### config.mk
export PLATFORM = sky130hd
export DESIGN_NAME = bole_cell
export DESIGN_NICKNAME = d
export VERILOG_FILES = /design/src/rtl/core/bole_pkg.sv /design/src/rtl/core/bole_cell.sv
export SDC_FILE = /design/constraint.sdc
export NUM_CORES = 1
export LEC_CHECK = 0
export BUFFER_PORTS_ARGS = -buffer_cell sky130_fd_sc_hd__clkbuf_2
export CORE_MARGIN = 2
export CORE_UTILIZATION = 38
export DETAILED_ROUTE_END_ITERATION = 8
export PLACE_DENSITY = 0.81
export SLEW_MARGIN = 20
export SYNTH_ARGS = -nofsm -noshare
export SYNTH_HDL_FRONTEND = slang
export SYNTH_SLANG_ARGS = --single-unit
### constraint.sdc
create_clock -name clk -period 3.3 [get_ports clk]
set_clock_uncertainty 0.05 [all_clocks]
set_input_delay 0.66 -clock clk [delete_from_list [all_inputs] [get_ports clk]]
set_output_delay 0.66 -clock clk [all_outputs]
set_load 0.01 [all_outputs]
### src/rtl/core/bole_pkg.sv
// Shared types and constants for the bounded ordered list engine.
// No dependencies; used by bole_cell and bounded_ordered_list_engine_core.
package bole_pkg;

    localparam int DEF_CAPACITY = 64;
    localparam int ENTRY_W      = 32;
    localparam int FUNC_W       = 3;
    localparam int STATUS_W     = 2;
    localparam int OCC_W        = 7;

    typedef enum logic [FUNC_W-1:0] {
        FN_PUSH_FRONT  = 3'd0,
        FN_PUSH_MIDDLE = 3'd1,
        FN_PUSH_BACK   = 3'd2,
        FN_POP_FRONT   = 3'd3,
        FN_POP_MIDDLE  = 3'd4,
        FN_POP_BACK    = 3'd5,
        FN_SEARCH      = 3'd6
    } func_t;

    typedef enum logic [STATUS_W-1:0] {
        ST_DONE  = 2'd0,
        ST_EMPTY = 2'd1,
        ST_FULL  = 2'd2
    } status_t;

    // broadcast to every cell of the chain
    typedef struct packed {
        logic upd;     // request accepted this cycle
        logic ins;     // open a gap at pos
        logic rem;     // close the gap at pos
        logic chk;     // search request
    } cell_ctrl_t;

endpackage

### src/rtl/core/bole_cell.sv
// One storage cell of the list chain: holds one entry, shifts with its neighbours.
// Depends on bole_pkg.
module bole_cell #(
    parameter int CAPACITY = bole_pkg::DEF_CAPACITY,
    parameter int IDX      = 0,
    parameter int CNT_W    = $clog2(CAPACITY + 1)
) (
    input  logic                                clk,
    input  bole_pkg::cell_ctrl_t                ctrl,
    input  logic [CNT_W-1:0]                    pos,
    input  logic [CNT_W-1:0]                    count,
    input  logic signed [bole_pkg::ENTRY_W-1:0] new_value,
    input  logic signed [bole_pkg::ENTRY_W-1:0] left_value,
    input  logic signed [bole_pkg::ENTRY_W-1:0] right_value,
    output logic signed [bole_pkg::ENTRY_W-1:0] value,
    output logic signed [bole_pkg::ENTRY_W-1:0] tail_value,
    output logic                                match
);

    localparam logic [CNT_W-1:0] MY_IDX = CNT_W'(IDX);

    logic signed [bole_pkg::ENTRY_W-1:0] value_reg;
    logic signed [bole_pkg::ENTRY_W-1:0] value_next;
    logic                                match_reg;
    logic                                match_next;
    logic                                is_last;

    always_comb
    begin
        value_next = value_reg;
        if (ctrl.ins)
        begin
            if (MY_IDX > pos)
                value_next = left_value;
            else if (MY_IDX == pos)
                value_next = new_value;
        end
        else if (ctrl.rem)
        begin
            if (MY_IDX >= pos)
                value_next = right_value;
        end
    end

    assign match_next = ctrl.chk && (MY_IDX < count) && (value_reg == new_value);

    always_ff @(posedge clk)
    begin
        if (ctrl.upd)
        begin
            value_reg <= value_next;
            match_reg <= match_next;
        end
    end

    // count - 1 wraps to all ones when empty, which no cell index reaches
    assign is_last    = (MY_IDX == count - CNT_W'(1));
    assign value      = value_reg;
    assign tail_value = is_last ? value_reg : '0;
    assign match      = match_reg;

endmodule
* Word-level counts from Yosys, hierarchy flattened
Index checks and enable logic that the tools add are counted.
Storage, ports and cells: input port bits 115, output and inout port bits 65, bits in registers 33
Operators by class: muxes and demuxes 6, reduce and logical (&&, ||, !) cells 7, eq/ne operators 2, $lt $le $gt $ge 3, add/subtract/negate cells 1
Operator list (number):
- two-way mux 32 bit | 6
- == test 32 bit | 1
- logical NOT 7 bit | 2
- >= comparator 1 x 7 -> 1 bit (first input constant) | 1
- greater-than comparator 1 x 7 -> 1 bit (first input constant) | 1
- less-than comparator 1 x 7 -> 1 bit (first input constant) | 1
- subtractor 7 x 1 -> 7 bit (second input constant) | 1
- AND reduction 4 bit | 1
- nonzero test 2 bit | 2
- inequality test 3 x 1 -> 1 bit (second input constant) | 1
- logical AND 1 bit | 2

* Logic depth before layout (Yosys ltp)
Gate-level depths: netlist (run 1).
depth in word-level cells 4, depth in mapped cells 4, mapped depth without buffers 4

* Least setup slack after synthesis (run 1)
Ideal clock, no wire load.
path kind input -> register, from in ctrl[2] (netlist bit), to reg value_reg (netlist bit value[0]), enable pin, arrival 2567 ps, cell stages on the path 4, setup slack 262 ps, path buffers 2, library setup time 421 ps, path through clkbuf_1 > buf_2 > o21ai_0 > nor2_1
Between the ends: cells in the longest elaborated chain, start to end 2, elaborated cells between the ends (all ways) 4, those cells by class 1 x eq/ne; 3 x reduce/logical
RTL lines:
- start: declaration | RTL line bole_cell.sv:9 | input bole_pkg::cell_ctrl_t ctrl,
- inequality test 3 x 1 -> 1 bit (no source line) or nonzero test 2 bit (tied branches)
- AND reduction 4 bit (no source line) *
- end signal: assignment | RTL line bole_cell.sv:51 | value_reg <= value_next;
- end: declaration | RTL line bole_cell.sv:22 | logic signed [bole_pkg::ENTRY_W-1:0] value_reg;
Mark *: on every way between the ends. The rest lies on a longest branch, timed or not. A chain may end at the register's enable or synchronous reset.

* Final worst setup path (run 1)
from in count[1], to out tail_value[11] (netlist bit)
Between the ends: cells in the longest elaborated chain, start to end 3
RTL lines:
- start: declaration | RTL line bole_cell.sv:11 | input logic [CNT_W-1:0] count,
- subtractor 7 x 1 -> 7 bit | RTL line bole_cell.sv:57 | assign is_last = (MY_IDX == count - CNT_W'(1));
- logical NOT 7 bit | RTL line bole_cell.sv:57
- two-way mux 32 bit | RTL line bole_cell.sv:59 | assign tail_value = is_last ? value_reg : '0;
- end: declaration | RTL line bole_cell.sv:16 | output logic signed [bole_pkg::ENTRY_W-1:0] tail_value,
Every way passes these cells.

==> impl_results.md, run 1 <==
* Detail Route Antenna Nets at 0
* Remaining global-route overflow at 0
* Post-Route Setup TNS at 0 ns
* Finished Layout Cells at 378
* Final nets at 422
* DRT Pass-1 Iters at 4
* Mux contribution to synthesized area at ~18%
* Top cell type's share of synthesized area at 49.2%
* Placed Cells at 370
* Required time of the critical path at 2.59 ns
* CTS Root Cell: clkbuf_8
* Initial antenna violation count at 0
* Critical R2R Launch: value[7]
* # resized after CTS at 0
* Clk slew on worst S/H paths at 0.06 ns
* Avg Inst Size Synth at approximately 13 sq um
* DRT iter0 DRCs at 57
* CTS Buffer Depth at 2
* Final slew viol count at 0
* Adder-cell share of the synthesized area at 0%
* Worst VDD drop at 196 uV
* Final Core Density at 57.5%
* DRC viols at 0
* Hold path startpoint: ctrl[3]
* Crit path capture type: output port
* Minimum clock period at approximately 2.5 ns
* Crit share post-route at between 70% and 80%
* DIE AREA at between 0.005 and 0.006 sq mm
* Crit path launch: count[1]
* Setup-failing EPs final at 0
* FILL cells at 463
* Inserted Diodes at 0
* GRT Total Usage at 17.4%
* Design area at between 0.002 and 0.003 sq mm
* DRT Wirelength at 5030 microns
* Pwr per Cell Area at slightly above 300 mW/mm^2
* Die Ht at 76.8 microns
* Mapped Area at 0.00202 sq mm
* Yosys reg bits at 33
* Total number of vias at 1731
* CTS Sinks at 33
* Post-synthesis cell count at between 150 and 200
* Number of CTS-inserted buffers at 5
* Via density at 4.58
* Largest net degree at the start of global routing at 33
* H-tree levels at 2
* Post-Place Setup Slack at around 0.77 ns
* I/O pin cnt at 180
* Vias in the first global route at between 1500 and 2000
* Synth Area in Compound Gates at less than 1%
* Unrepaired setup endpoints after global routing: no
* Syn. warnings at 0
* Most common cell after layout, fill and taps aside: clkbuf_2
* Starting Density at 39.5%
* Post-CTS repair timing setup buffer count at 0
* WP data arrival at 1.81 ns
* Pwr Total at 0.886 mW
* Worst slew pin tran at 0.564 ns
* Simple-gate share of the synthesized area at between 10% and 20%
* Leakage at about 1.4 nW
* Largest family of logic cells by synthesized area: multiplexers
* XOR/XNOR share of the synthesized area at 13.9%
* Max reg flops at 32
* Die X at 76.8 microns
* Max Fclk at 0.397 GHz
* Final worst slack at 0.782 ns
* Final Hold Fails at 0
* Layout cells sized above 1 at 63.0%
* Setup CP Type: input port to output port
* Wirelength per Cell at 13.3 microns
* I/O Buffers at 147
* Hold_ws at 0.546 ns
* Area leader, netlist: edfxtp_1
* Placed Area at 0.00286 sq mm
* Slew HR at 62.3%
* Worst-path fanout max at 19
* Status: completed
* Syn_nets at 271
* Rows at 26
* Worst skew pair latency at 0.28 ns
* Area delta synth->final at 45.6%
* Worst Hold Class: input port to register
* Post-synth cell types at 19
* Crit path launch type: input port
* Sequential area share after synthesis at roughly half
* First-pass GRT wire length at 8040 microns
* TritonCTS clock tree: done
* Max Cap Viol at 0
* Detailed placement HPWL at 4100 microns
* Core area at 0.00511 sq mm
* Most frequent cells in the layout: clkbuf_2 (147), edfxtp_1 (33), mux2_2 (32), and2_1 (32), xor2_1 (28)
* Final GP Congestion at 0.734
* Hold Buf Count CTS at 0
* Synth area leaders: edfxtp_1 (49%), mux2_2 (18%), xor2_1 (12%)
[metal layers]
metal | track usage [%] | part of all wire, %
met5 | 0 | 0
met4 | 5.45 | 1.1
met3 | 5.29 | 8.1
met2 | 32.0 | 52
met1 | 19.0 | 39
[synth_stat cells]
master    instances
nand3_1           2
nor4b_1           1
xnor2_1           4
mux2_2           32
or4_1             1
nor4_2            5
nand2_1           1
clkbuf_2          3
o21ai_0           1
nand4_1           1
buf_2             3
edfxtp_1         33
and2_1           32
xor2_1           28
nor2_1            2
nor4_1            4
and3_1            1
o211ai_1          1
clkbuf_1          1
[layout make-up]
class | instances | area, sq um | share of cell area [%]
Clock buffer | 8 | 80.1 | 2.73
Timing Repair Buffer | 151 | 778 | 26.5
Tap cell | 70 | 87.6 | 2.98
Sequential cell | 33 | 991 | 33.8
Multi-Input combinational cell | 116 | 998 | 34.0
[power breakdown]
part / total, mW / switching [mW] / internal (mW)
registers: 0.467 / 0.00108 / 0.466
clock network: 0.292 / 0.142 / 0.150
logic: 0.127 / 0.0498 / 0.0768
[worst paths after layout]
check / endpoint / slack (ns) / cells past startpoint
max: tail_value[11] / 0.78 / 6
min reg2reg: match / 0.69 / 3
min: match / 0.55 / 1
max reg2reg: match / 1.69 / 4
[logic make-up after synthesis]
| kind of cell | Yosys count |
|---|---|
| AOI/OAI and AO/OA | 2 |
| xor gates and xnor gates | 32 |
| buffers and inverters | 7 |
| DFF | 33 |
| muxes | 32 |
| and+or+nand+nor | 50 |
[critical path: stages]
cell and delay [ns]:
clkbuf_2 0.09, nor4_2 0.35, and3_1 0.23, buf_4 0.20, and2_1 0.15, clkbuf_2 0.13
No activity file was read; power rests on OpenSTA's default activity.
==> run 2: changes to the inputs <==
--- a/config.mk
+++ b/config.mk
@@ -5,11 +5,12 @@
 export SDC_FILE = /design/constraint.sdc
 export NUM_CORES = 1
 export LEC_CHECK = 0
+export ABC_AREA = 1
 export BUFFER_PORTS_ARGS = -buffer_cell sky130_fd_sc_hd__clkbuf_2
 export CORE_MARGIN = 2
-export CORE_UTILIZATION = 38
+export CORE_UTILIZATION = 39
 export DETAILED_ROUTE_END_ITERATION = 8
-export PLACE_DENSITY = 0.81
+export PLACE_DENSITY = 0.8
 export SLEW_MARGIN = 20
 export SYNTH_ARGS = -nofsm -noshare
 export SYNTH_HDL_FRONTEND = slang
==> constraint.sdc (replaced) <==
create_clock -name clk -period 2.4 [get_ports clk]
set_clock_uncertainty 0.05 [all_clocks]
set_input_delay 0.48 -clock clk [delete_from_list [all_inputs] [get_ports clk]]
set_output_delay 0.48 -clock clk [all_outputs]
set_load 0.01 [all_outputs]
==> impl_results.md, run 2 <==
* Post-Route Setup TNS at 0 ns
* Worst Setup EP: tail_value[1]
* H-tree levels at 2
* Status: completed
* FF-to-FF End: match
* Worst VDD drop at approximately 280 uV
* Detail Route Antenna Nets at 0
* Design area at between 0.003 and 0.004 sq mm
* Post-synth EDFFs at 33
* Die X at 79.3 microns
* Max Fclk at 0.495 GHz
* Wirelength per Cell at 11.8 microns
* Setup-failing EPs final at 0
* GRT Total Usage at 19.9%
* Post-synthesis cell count at 317
* Worst skew pair latency at ~0.28 ns
* WP data arrival at 1.49 ns
* Setup CP Type: input port to output port
* Pwr Total at ~1.2 mW
* Yosys reg bits at 33
* Most frequent cells in the layout: clkbuf_2 (147), nand2_1 (122), inv_1 (54)
* Area delta synth->final at 41.7%
* Avg Inst Size Synth at 6.97 sq um
* Required time of the critical path at 1.87 ns
* DRC viols at 0
* Initial antenna violation count at 0
* Sequential area share after synthesis at 44.8%
* Setup slack, reg-to-reg at ~1.0 ns
* Remaining global-route overflow at 0
* Synth cell count leaders: nand2_1 (122), inv_1 (54), nor2_1 (51), edfxtp_1 (33), o21ai_0 (23)
* Worst Hold Class: input port to register
* DRT Wirelength at 6340 microns
* Slew HR at ~77%
* Crit path launch type: input port
* Post-CTS repair timing setup buffer count at 0
* Mapped Area at 0.00221 sq mm
* Final GP Congestion at 0.850
* R2R cell count at 7
* Critical R2R Launch: value[13]
* Clk slew on worst S/H paths at around 0.070 ns
* Worst-path fanout max at 32
* Unrepaired setup endpoints after global routing: no
* Post-Place Setup Slack at around 0.39 ns
* Final nets at 581
* Minimum clock period at 2.02 ns
* Rows at 27
* Core area at 0.00551 sq mm
* I/O pin cnt at 180
* Syn. warnings at 0
* I/O Buffers at roughly 150
* Syn_nets at 432
* Final worst slack at 0.378 ns
* Post-synth cell types at 19
* Layout cells sized above 1 at a little over a third
* Max reg flops at 32
* Inserted Diodes at 0
* Final Hold Fails at 0
* Async S/R FF share, synth at 0%
* Hold_ws at 0.368 ns
* Crit share post-route at 84.2%
* Placed Cells at 531
* Hold Buf Count CTS at 0
* Synth area leaders: edfxtp_1 (45%), nand2_1 (21%), inv_1 (9.2%)
* Die Ht at 79.3 microns
* DRT Pass-1 Iters at 4
* Post-synth top flop: edfxtp_1
* Leakage at 1.81 nW
* TritonCTS clock tree: done
* Vias in the first global route at 2225
* Pwr per Cell Area at 391 mW/mm^2
* Total number of vias at 2444
* Worst slew pin tran at 0.339 ns
* DRT iter0 DRCs at 90
* Crit path capture type: output port
* Detailed placement HPWL at approximately 5000 microns
* Final slew viol count at 0
* Most frequent cell after synthesis: nand2_1
* CTS Sinks at 33
* Final Core Density at 56.9%
* Starting Density at 40.1%
* Largest net degree at the start of global routing at 33
* Crit path launch: count[4]
* Number of CTS-inserted buffers at 5
* CTS Buffer Depth at 2
* CTS Root Cell: clkbuf_8
* Area leader, netlist: edfxtp_1
* Most common cell after layout, fill and taps aside: clkbuf_2
* DIE AREA at between 0.006 and 0.007 sq mm
* Via density at between 4 and 5
* Max Cap Viol at 0
* Placed Area at around 0.0031 sq mm
* Top cell type's share of synthesized area at between 40% and 50%
* # resized after CTS at 0
* First-pass GRT wire length at 9780 microns
* Finished Layout Cells at between 500 and 600
run 2: cell count changes after synthesis, moves of 5 or more:
| cell | delta |
|---|---|
| and2_1 | -32 |
| clkbuf_1 | +5 |
| inv_1 | +54 |
| mux2_2 | -32 |
| nor4_2 | -5 |
| xnor2_1 | +5 |
| nand2_1 | +121 |
| xor2_1 | -27 |
| o21ai_0 | +22 |
| nor2_1 | +49 |
run 2: final cells by class:
| type | count | area [sq um] |
|---|---|---|
| well taps | 72 | 90.1 |
| flip-flops and latches | 33 | 991 |
| clock inverters | 3 | 12.5 |
| fillers | 539 | 2370 |
| multi-input cells | 220 | 972 |
| repair buffers | 151 | 791 |
| clock buffers | 5 | 68.8 |
| inverters | 55 | 206 |
run 2: worst min path at each step:
stage          startpoint  slack (ns)  cells past startpoint     to
2_1_floorplan     ctrl[3]        0.54                      0  match
3_3_place_gp      ctrl[3]        0.65                      1  match
3_5_place_dp      ctrl[3]        0.66                      1  match
4_1_cts           ctrl[3]        0.36                      1  match
5_1_grt           ctrl[3]        0.38                      1  match
6_report          ctrl[3]        0.37                      1  match
run 2: metal layers:
layer	share of wire [%]	GRT usage (%)	wire, microns
met5	0	0	0
met2	50	35.6	3190
met4	0.95	6.21	60
met3	6.4	4.66	408
met1	42	23.5	2680
run 2: logic make-up after synthesis:
| kind of cell | after synthesis | share of synthesized area (%) |
|---|---|---|
| buffers and inverters | 64 | 11.9 |
| AO/OA/AOI/OAI | 26 | 6.45 |
| flip-flops | 33 | 44.8 |
| XOR/XNOR | 10 | 3.96 |
| AND/OR/NAND/NOR | 184 | 32.9 |
run 2: worst max-delay path, stage by stage:
cell and delay, ns:
clkbuf_2 0.12, nor4_4 0.26, o211ai_2 0.15, buf_12 0.20
nor2_1 0.13, clkbuf_2 0.15
run 2: report_power, final:
part | switching [mW] | internal (mW) | total [mW]
clock | 0.196 | 0.195 | 0.391
combinational | 0.101 | 0.0894 | 0.190
sequential | 0.00141 | 0.640 | 0.642
